$ cat config.mk
export PLATFORM = sky130hd
export DESIGN_NAME = psbb_ram
export DESIGN_NICKNAME = d
export VERILOG_FILES = /design/src/rtl/psbb_ram.sv
export SDC_FILE = /design/constraint.sdc
export NUM_CORES = 1
export LEC_CHECK = 0
export BUFFER_PORTS_ARGS = -buffer_cell sky130_fd_sc_hd__buf_2
export CAP_MARGIN = 20
export CORE_MARGIN = 8
export CORE_UTILIZATION = 35
export CTS_CLUSTER_SIZE = 8
export DETAILED_ROUTE_END_ITERATION = 10
export PLACE_DENSITY_LB_ADDON = 0.08
export SETUP_SLACK_MARGIN = 0.3
export SYNTH_ARGS = -nofsm -noshare
export SYNTH_HDL_FRONTEND = slang
export SYNTH_SLANG_ARGS = --single-unit
$ cat constraint.sdc
create_clock -name clk -period 1.5 [get_ports clk]
set_input_delay 0 -clock clk [delete_from_list [all_inputs] [get_ports clk]]
set_output_delay 0 -clock clk [all_outputs]
set_load 0.01 [all_outputs]
$ cat src/rtl/psbb_ram.sv
// Generic single-write, single-read RAM with registered read data.
module psbb_ram #(
  parameter int WIDTH = 8,
  parameter int DEPTH = 16
) (
  input  logic                     clk,
  input  logic                     we,
  input  logic [$clog2(DEPTH)-1:0] waddr,
  input  logic [WIDTH-1:0]         wdata,
  input  logic [$clog2(DEPTH)-1:0] raddr,
  output logic [WIDTH-1:0]         rdata
);

  logic [WIDTH-1:0] mem [DEPTH];

  always_ff @(posedge clk) begin
    if (we) begin
      mem[waddr] <= wdata;
    end
    rdata <= mem[raddr];
  end

endmodule

Word-level counts from Yosys, hierarchy flattened
Memory sizes are Yosys's and may differ from the RTL's. A register that Yosys moved wholly into a read port is not among the register bits.
Index checks and enable logic that the tools add are counted.

cells by class
  muxes and demuxes = 2

operator list
  operator  number
  $mux 1    2

storage, ports and cells
  output and inout bits = 8
  flip-flop bits (word level) = 0
  memories = 1
  bits in writable memories = 128
  input bits = 18

memories
  memory  words  bits a word  rd ports  clocked after Yosys merged registers in  write ports  line  source
  mem     16     8            1         1                                        1            14    logic [WIDTH-1:0] mem [DEPTH];

Logic depth before layout (Yosys ltp)
Gate-level depths: netlist (run 1).

  depth after elaboration = 2
  mapped depth = 5
  depth with buffers taken out = 3

Worst setup path after synthesis (run 1)
Ideal clock, no wire load.

  path kind = input to register
  start point = input port waddr[2]
  end point = memory mem[0][0] (enable)
  data arrival time = 1.110 ns
  slack = 0.007 ns
  stages on the path = 2
  cells stage by stage = or3b_2 -> nor3_1

RTL lines
  item             line  source
  start, declared  8     input logic [$clog2(DEPTH)-1:0] waddr,
  end, declared    14

Straight into the memory's write port.

==> flow_metrics.tcl, run 1 <==
set metrics [dict create \
    final_hold_viol_count 0 \
    leakage_nw 2.15 \
    startpoint_type "flop" \
    cts_buffers 17 \
    final_area_mm2 0.00635 \
    whs_ns 0.121 \
    pwr-share-clk_pct 45.6 \
    finalWorstSetupSlack_ns 0.172 \
    yosys_warnings 0 \
    num_rows 44 \
    syn-num-nets 247 \
    report.final.slew_viol_count 0 \
    grt.overflow.total 0 \
    pwr-share-comb_pct 5.4 \
    max_slew_margin_pct 40.2 \
    endpoint_kind "flop" \
    hpwl_um 7440 \
    drt_iter0_markers 158 \
    grt_max_degree 22 \
    postSynthAreaPerCell_um2 22.5 \
    wl_per_cell_um 22.2 \
    finalCritPeriodShare_pct 88.6 \
    drive_above_1_share_pct 36.4 \
    synth_area_mm2 0.00515 \
    power_density_mw_per_mm2 1370 \
    port_buffers 25 \
    vias 2458 \
    clkLatencyLatePin_ns 0.41 \
    cts_max_level 4 \
    crit_fanout 1 \
    dp.cells 457 \
    fin_worst_skew_ns 0.00629 \
    period_minus_slack_ns 1.33 \
    viasPerCell 4.95 \
    die_x_um 137 \
    firstDrtPassIters 4 \
    grt_pass1_vias 2550 \
    internal_power_mw 6.98 \
    die-area_mm2 0.0188 \
    synth_top_area_share_pct 74.7 \
    root_buffer "clkbuf_16" \
    num_antenna_cells 0 \
    fin_cells 497 \
    track_usage_pct 12.6 \
    yosysUniqueCellTypes 19 \
    synth-seq-cells 136 \
    ant_nets 0 \
    pwr-share-seq_pct 49.0 \
    routabilityCongestion 0.711 \
    yosys.area.top_type "edfxtp_1" \
    critPathKind "flop to flop" \
    initial_core_util_pct 35.6 \
    synth_flop_cell "edfxtp_1" \
    cts_sinks 136 \
    ioPinCount 26 \
    finalSetupViolations 0 \
    drc 0 \
    worstMarginPinSlew_ns 0.894 \
    rsz0062_at_grt "yes" \
    cts.reportedPaths.clkPinSlew_ns 0.06 \
    place_area_mm2 0.00569 \
    hold_path.class "input pin to flop" \
    status "finished clean" \
    seq_area_frac_synth_pct 77.8 \
    core-area_mm2 0.0145 \
    ir_drop_mv 0.748 \
    routed_wl_um 11000 \
    antenna_found_initial 0 \
    synth_edf_count 128 \
    die-height_um 137 \
    cts_tree "yes" \
    p_sw_share_pct 19.9 \
    nNetsFinal 318 \
    fmax_mhz 753 \
    tns_ns 0 \
    synthToLayoutAreaGrowth_pct 23.3 \
    async_reset_ff_share_pct 0 \
    pre_cts_slack_ns 0.0210 \
    cts_buffer_depth 2 \
    required_ns 1.79 \
    p_sw_mw 1.74 \
    synthCells 229 \
    arrival_ns 1.62 \
    grt_pass1_wl_um 16600 \
    drv_cap 0 \
    yosys-top-cells-area "edfxtp_1 (75%), mux4_2 (7.9%), mux4_1 (7.1%), dfxtp_1 (3.1%), a22oi_1 (2.3%)" \
]
==> power groups by stage <==
stage          logic, mW  registers (mW)  clock network [mW]
6_report           0.466            4.28                3.98
2_1_floorplan      0.216            4.36                   0
3_5_place_dp       0.452            4.35                   0
3_3_place_gp       0.453            4.35                   0
5_1_grt            0.513            4.28                4.21
4_1_cts            0.475            4.28                4.06
==> state kept, by name, indices dropped and copies added, names as in the netlist <==
signal / count
mem: 128
rdata: 8
==> worst paths after layout <==
kind	startpoint	end	slack (ns)	cells after the start
worst min register to register	mem[15][7]$_DFFE_PP_	rdata[7]$_DFF_P_	0.68	3
worst max-delay path	mem[6][0]$_DFFE_PP_	rdata[0]$_DFF_P_	0.17	4
worst min-delay path	waddr[2]	mem[5][7]$_DFFE_PP_	0.12	3
worst max register to register	mem[6][0]$_DFFE_PP_	rdata[0]$_DFF_P_	0.17	4
==> worst max-delay path, cell delays in order (launching register included) <==
cell,delay (ns)
edfxtp_1,0.37
mux4_2,0.51
a22oi_2,0.14
buf_4,0.14
nand2_2,0.04
==> layout make-up <==
class,count,area [µm²]
fill,1267,8130
multi-input combinational,83,1070
sequential,136,4000
tap,184,230
clock inverter,9,101
timing repair buffer,62,473
clock buffer,23,468
==> cells in the final DEF, fill, tap and decap left out, types with 2 or more instances in the layout <==
cell type,count
mux4_1,8
buf_2,25
clkinvlp_4,3
nand2_1,8
buf_4,25
nor3_1,3
a22oi_1,10
dfxtp_1,8
dlygate4sd3_1,8
buf_12,4
nand2b_1,2
mux4_2,24
clkinv_2,3
clkbuf_1,4
nor2_1,13
nand3b_1,2
clkbuf_16,17
edfxtp_1,128
clkbuf_8,2
bufinv_16,2
a22oi_2,6
==> what timing repair did <==
action	CTS	global route
resized for setup	7	6
hold endpoints to repair	119	0
hold buffers	8	0
pin swaps	7	2
endpoints found under the setup margin	8	8
setup buffers	0	0
==> through the flow <==
step	utilization [%]	power [mW]
floorplan	-	4.57
global placement	39.3	4.81
detailed placement	39.3	4.80
CTS	43.7	8.81
global route	43.8	9.00
finish	43.8	8.72
==> cells by family (layout without fill, tap and decap cells) <==
kind of cell / Yosys count / count (layout) / synth area share [%]
flip-flops: 136 / 136 / 77.8
buffers and inverters: 10 / 94 / 1.68
AND/OR/NAND/NOR: 35 / 35 / 3.18
multiplexers: 32 / 32 / 15.0
AO/OA/AOI/OAI: 16 / 16 / 2.33
==> metal layers <==
layer	wire length (µm)	up-vias	part of all wire, %	global-route usage (%)
met2	4930	60	45	18.0
met3	460	14	4.2	3.50
met1	5440	1280	49	17.6
met5	0	-	0	0
li1	-	1104	-	-
met4	189	0	1.7	5.79
==> synthesized netlist by cell type, types with 3 or more instances <==
cell type and instances:
clkdlybuf4s25_2 3, dfxtp_1 8, nand2_1 9, buf_6 3
edfxtp_1 128, nor2_1 13, mux4_1 14, nor3_1 4
mux4_2 18, buf_2 3, a22oi_1 16
(Power assumes the default switching activity.)
==> run 2, diff against run 1 <==
ABC_CLOCK_PERIOD_IN_PS = 1500   (was unset)
CTS_BUF_LIST = sky130_fd_sc_hd__clkbuf_8   (was unset)
==> run 2 against run 1 <==
Compared with the run above:
- design area decreased by 3.2%
- cell count stayed put
- count of clock-buffer cells in the layout fell by 4
- sequential share of layout area grew 2.1 points
- critical path depth stayed put
- clock power shrank 28%
- first-iteration DRC count decreased by 5.7%
- sequential power barely moved
- clock skew grew 0.0031 ns
- fmax is 0.10% lower
- combinational power is 1% higher
- largest power group unchanged
==> flow_metrics.tcl, run 2 (synthesized netlist as in run 1, its figures left out) <==
set metrics [dict create \
    status "finished clean" \
    endpoint_kind "flop" \
    p_total_mw 7.60 \
    drv_cap 0 \
    crit_buf_inv 1 \
    cts_max_level 4 \
    worstReg2RegStart "mem[6][0]$_DFFE_PP_" \
    antenna_found_initial 0 \
    worstMarginPinSlew_ns 0.915 \
    hold_path.class "input pin to flop" \
    report.final.slew_viol_count 0 \
    path_depth 4 \
    clkLatencyLatePin_ns 0.44 \
    path_cells "mux4_2, a22oi_2, buf_4, nand2_2" \
    port_buffers 25 \
    wl_per_cell_um 22.4 \
    routabilityCongestion 0.711 \
    core-area_mm2 0.0145 \
    grt_pass1_vias 2561 \
    required_ns 1.83 \
    crit_fanout 1 \
    cts_buffer_depth 2 \
    critPathKind "flop to flop" \
    regToRegSetupSlack_ns 0.17 \
    min_from "waddr[0]" \
    grt_pass1_wl_um 16700 \
    firstDrtPassIters 4 \
    drc 0 \
    rr_worst_depth 4 \
    crit_path_top_delay_cell "mux4_2" \
    finalSetupViolations 0 \
    initial_core_util_pct 35.6 \
    arrival_ns 1.65 \
    nNetsFinal 318 \
    num_antenna_cells 0 \
    ir_drop_mv 0.517 \
    max_slew_margin_pct 38.8 \
    fin_worst_skew_ns 0.00940 \
    ant_nets 0 \
    num_rows 44 \
    die_x_um 137 \
    vias 2473 \
    rr_endpoint "rdata[0]$_DFF_P_" \
    final_common_cell "edfxtp_1" \
    die-area_mm2 0.0188 \
    cts.reportedPaths.clkPinSlew_ns 0.07 \
    cts_sinks 136 \
    hpwl_um 7440 \
    ioPinCount 26 \
    period_minus_slack_ns 1.33 \
    synthToLayoutAreaGrowth_pct 19.4 \
    top_regs "mem x128, rdata x8" \
    viasPerCell 4.98 \
    routed_wl_um 11100 \
    regMostFlops "mem" \
    crit_path_start "mem[6][0]$_DFFE_PP_" \
    track_usage_pct 12.8 \
    largest_register_ffs 128 \
    fmax_mhz 752 \
    power_density_mw_per_mm2 1240 \
    drt_iter0_markers 149 \
    root_buffer "clkbuf_8" \
    drive_above_1_share_pct 37.4 \
    final_hold_viol_count 0 \
    grt.overflow.total 0 \
    cp_top_family "multiplexers" \
    tns_ns 0 \
    grt_max_degree 22 \
    rsz0062_at_grt "yes" \
    leakage_nw 2.06 \
    post_cts_buffers 0 \
    cts_tree "yes" \
    finalWorstSetupSlack_ns 0.170 \
    die-height_um 137 \
    finalCritPeriodShare_pct 88.6 \
    slowest_delay_ns 0.52 \
    cts_buffers 17 \
    layout_common_cells "edfxtp_1 (128), mux4_2 (27), buf_2 (25), buf_4 (25), clkbuf_8 (19)" \
    endpoint "rdata[0]$_DFF_P_" \
    startpoint_type "flop" \
    pre_cts_slack_ns 0.0210 \
]
run 2: changes by cell type in the layout (fill, tap and decap cells not counted), sizes merged:
cell	before	now
clkbuf	23	19
inv	0	4
run 2: cell type report:
type                    instances  area, µm²
clock buffers                  19        262
fillers                      1287       8330
repair buffers                 62        473
clock inverters                13        116
multi-input cells              83       1060
well taps                     184        230
flip-flops and latches        136       4000
run 2: stage by stage:
stage               hold slack (ns)  std cells  utilization, %  area, µm²
floorplan                    0.0989        229               -       5150
global placement              0.408        457            39.3       5690
detailed placement            0.408        457            39.3       5690
CTS                          0.0567        497            42.4       6140
global route                 0.0971        497            42.4       6150
finish                        0.101        497            42.4       6150
run 2: worst min path at each step:
stage,cells after the start,to
global placement,1,mem[4][5]$_DFFE_PP_
finish,3,mem[5][7]$_DFFE_PP_
floorplan,0,mem[0][0]$_DFFE_PP_
CTS,3,mem[5][7]$_DFFE_PP_
global route,3,mem[0][3]$_DFFE_PP_
detailed placement,1,rdata[0]
run 2: timing repair:
action,CTS,global route
endpoints found under the setup margin,8,8
resized for setup,12,4
hold buffers,8,0
endpoints found under the hold margin,128,0
pin swaps,7,2
run 2: report_power, final:
group | switching (mW) | leakage, nW | internal [mW]
sequential | 0.0250 | 1.22 | 4.24
clock | 1.33 | 0.200 | 1.52
combinational | 0.258 | 0.640 | 0.213
total | 1.62 | 2.06 | 5.98
run 2: tightest hold or removal path, cell delays in order:
cell and delay [ns]:
buf_2 0.14, nand2b_1 0.14, nor2_1 0.08
run 2: per-layer routing:
metal	vias up	track usage, %	routed length, µm	part of all wire (%)
met5	-	0	0	0
met4	0	5.25	148	1.3
met3	12	4.16	420	3.8
met2	65	18.0	5010	45
met1	1296	17.8	5550	50
li1	1100	-	-	-
==> run 3, diff against run 2 <==
CELL_PAD_IN_SITES_DETAIL_PLACEMENT = 1   (was unset)
CELL_PAD_IN_SITES_GLOBAL_PLACEMENT = 2   (was unset)
PLACE_DENSITY_LB_ADDON = 0.1   (was 0.08)
==> run 3 against run 2 <==
Compared with the run above:
- power is 1.3% lower
- global-route usage grew 0.74 points
- core utilization shrank 0.52 points
- count of clock-buffer cells in the layout unchanged
- critical path type unchanged
- design area down 1.2%
- clock skew decreased by 0.0016 ns
- critical path depth down 1
==> flow_metrics.tcl, run 3 (synthesized netlist as in run 1, its figures left out) <==
set metrics [dict create \
    status "finished clean" \
    drt_iter0_markers 124 \
    worstMarginPinSlew_ns 0.991 \
    cts.reportedPaths.clkPinSlew_ns 0.07 \
    die-height_um 137 \
    final_common_cell "edfxtp_1" \
    hpwl_um 7480 \
    rr_worst_depth 3 \
    top_regs "mem x128, rdata x8" \
    startpoint_type "flop" \
    slowest_delay_ns 0.48 \
    grt_pass1_wl_um 17500 \
    path_cells "mux4_2, a22oi_2, nand2_1" \
    endpoint "rdata[5]$_DFF_P_" \
    root_buffer "clkbuf_8" \
    drive_above_1_share_pct 36.4 \
    final_area_mm2 0.00607 \
    report.final.slew_viol_count 0 \
    grt_pass1_vias 2724 \
    fin_cells 492 \
    final_core_util_pct 41.9 \
    cts_max_level 4 \
    p_sw_share_pct 20.6 \
    clkLatencyLatePin_ns 0.44 \
    die-area_mm2 0.0188 \
    hold_path.class "input pin to flop" \
    arrival_ns 1.62 \
    period_minus_slack_ns 1.31 \
    initial_core_util_pct 35.6 \
    die_x_um 137 \
    routabilityCongestion 0.697 \
    drv_cap 0 \
    fmax_mhz 764 \
    leakage_nw 2.04 \
    track_usage_pct 13.5 \
    antenna_found_initial 0 \
    pwr-share-comb_pct 6.1 \
    rsz0062_at_grt "yes" \
    finalWorstSetupSlack_ns 0.192 \
    firstDrtPassIters 4 \
    num_rows 44 \
    ir_drop_mv 0.520 \
    ioPinCount 26 \
    finalSetupViolations 0 \
    routed_wl_um 11700 \
    pwr-share-seq_pct 57.1 \
    place_area_mm2 0.00564 \
    core-area_mm2 0.0145 \
    regMostFlops "mem" \
    critPathKind "flop to flop" \
    tns_ns 0 \
    crit_path_top_delay_cell "mux4_2" \
    finalCritPeriodShare_pct 87.2 \
    ant_nets 0 \
    final_hold_viol_count 0 \
    num_antenna_cells 0 \
    synthToLayoutAreaGrowth_pct 17.9 \
    p_sw_mw 1.54 \
    cts_buffers 17 \
    cp_top_family "multiplexers" \
    regToRegSetupSlack_ns 0.19 \
    nNetsFinal 313 \
    worstReg2RegStart "mem[0][5]$_DFFE_PP_" \
    power_density_mw_per_mm2 1230 \
    vias 2464 \
    port_buffers 25 \
    crit_fanout 1 \
    grt.overflow.total 0 \
    max_slew_margin_pct 33.7 \
    cts_sinks 136 \
    drc 0 \
    wl_per_cell_um 23.8 \
    largest_register_ffs 128 \
    layout_common_cells "edfxtp_1 (128), mux4_2 (31), buf_2 (25)" \
    viasPerCell 5.01 \
    pwr-share-clk_pct 36.9 \
    pre_cts_slack_ns -0.0114 \
    grt_max_degree 25 \
    required_ns 1.81 \
    cts_buffer_depth 2 \
    dp.cells 452 \
    internal_power_mw 5.95 \
    p_total_mw 7.50 \
    endpoint_kind "flop" \
    crit_path_start "mem[0][5]$_DFFE_PP_" \
    path_depth 3 \
    rr_endpoint "rdata[5]$_DFF_P_" \
    crit_buf_inv 0 \
    cts_tree "yes" \
    whs_ns 0.140 \
    fin_worst_skew_ns 0.00782 \
]
[run 3: cell count changes in the layout (fill, tap and decap cells not counted), sizes merged]
cell      before  now
buf           54   49
inv            4    9
clkinvlp       3    0
clkinv         4    2
[run 3: worst min-delay path by stage]
stage                                 from  slack, ns  cells past startpoint                   end
after floorplan                   wdata[0]        0.1                      0   mem[0][0]$_DFFE_PP_
final                             waddr[0]       0.14                      3   mem[0][4]$_DFFE_PP_
after CTS                         waddr[0]       0.11                      3   mem[0][4]$_DFFE_PP_
after detailed placement  rdata[5]$_DFF_P_       0.40                      1              rdata[5]
after global placement            wdata[1]       0.40                      1  mem[11][1]$_DFFE_PP_
after global routing              waddr[0]       0.14                      3   mem[0][2]$_DFFE_PP_
[run 3: what timing repair did]
action | in CTS | in global routing
setup endpoints to repair | 8 | 8
resized for setup | 19 | 1
hold buffers | 8 | 0
endpoints found under the hold margin | 128 | 0
setup buffers | 0 | 0
pin swaps | 9 | 2
[run 3: layout make-up]
type | instances | area, µm²
fill | 1372 | 8410
clock inverter | 13 | 104
sequential | 136 | 4000
timing repair buffer | 57 | 423
multi-input combinational | 83 | 1050
tap | 184 | 230
clock buffer | 19 | 262
[run 3: power groups by stage]
stage	Sequential [mW]	Combinational, mW	Clock, mW
6_report	4.28	0.454	2.76
5_1_grt	4.28	0.499	2.98
4_1_cts	4.28	0.470	2.85
3_5_place_dp	4.36	0.432	0
3_3_place_gp	4.36	0.428	0
2_1_floorplan	4.36	0.216	0
[run 3: metal layers]
layer	vias up	GRT usage, %	part of all wire [%]
met2	63	21.3	48
met3	15	3.54	5.7
li1	1090	-	-
met1	1296	17.2	45
met4	0	6.22	1.2
met5	-	0	0
[run 3: worst min-delay path, stage by stage]
cell,delay [ns]
buf_2,0.16
nor3_2,0.06
buf_4,0.18
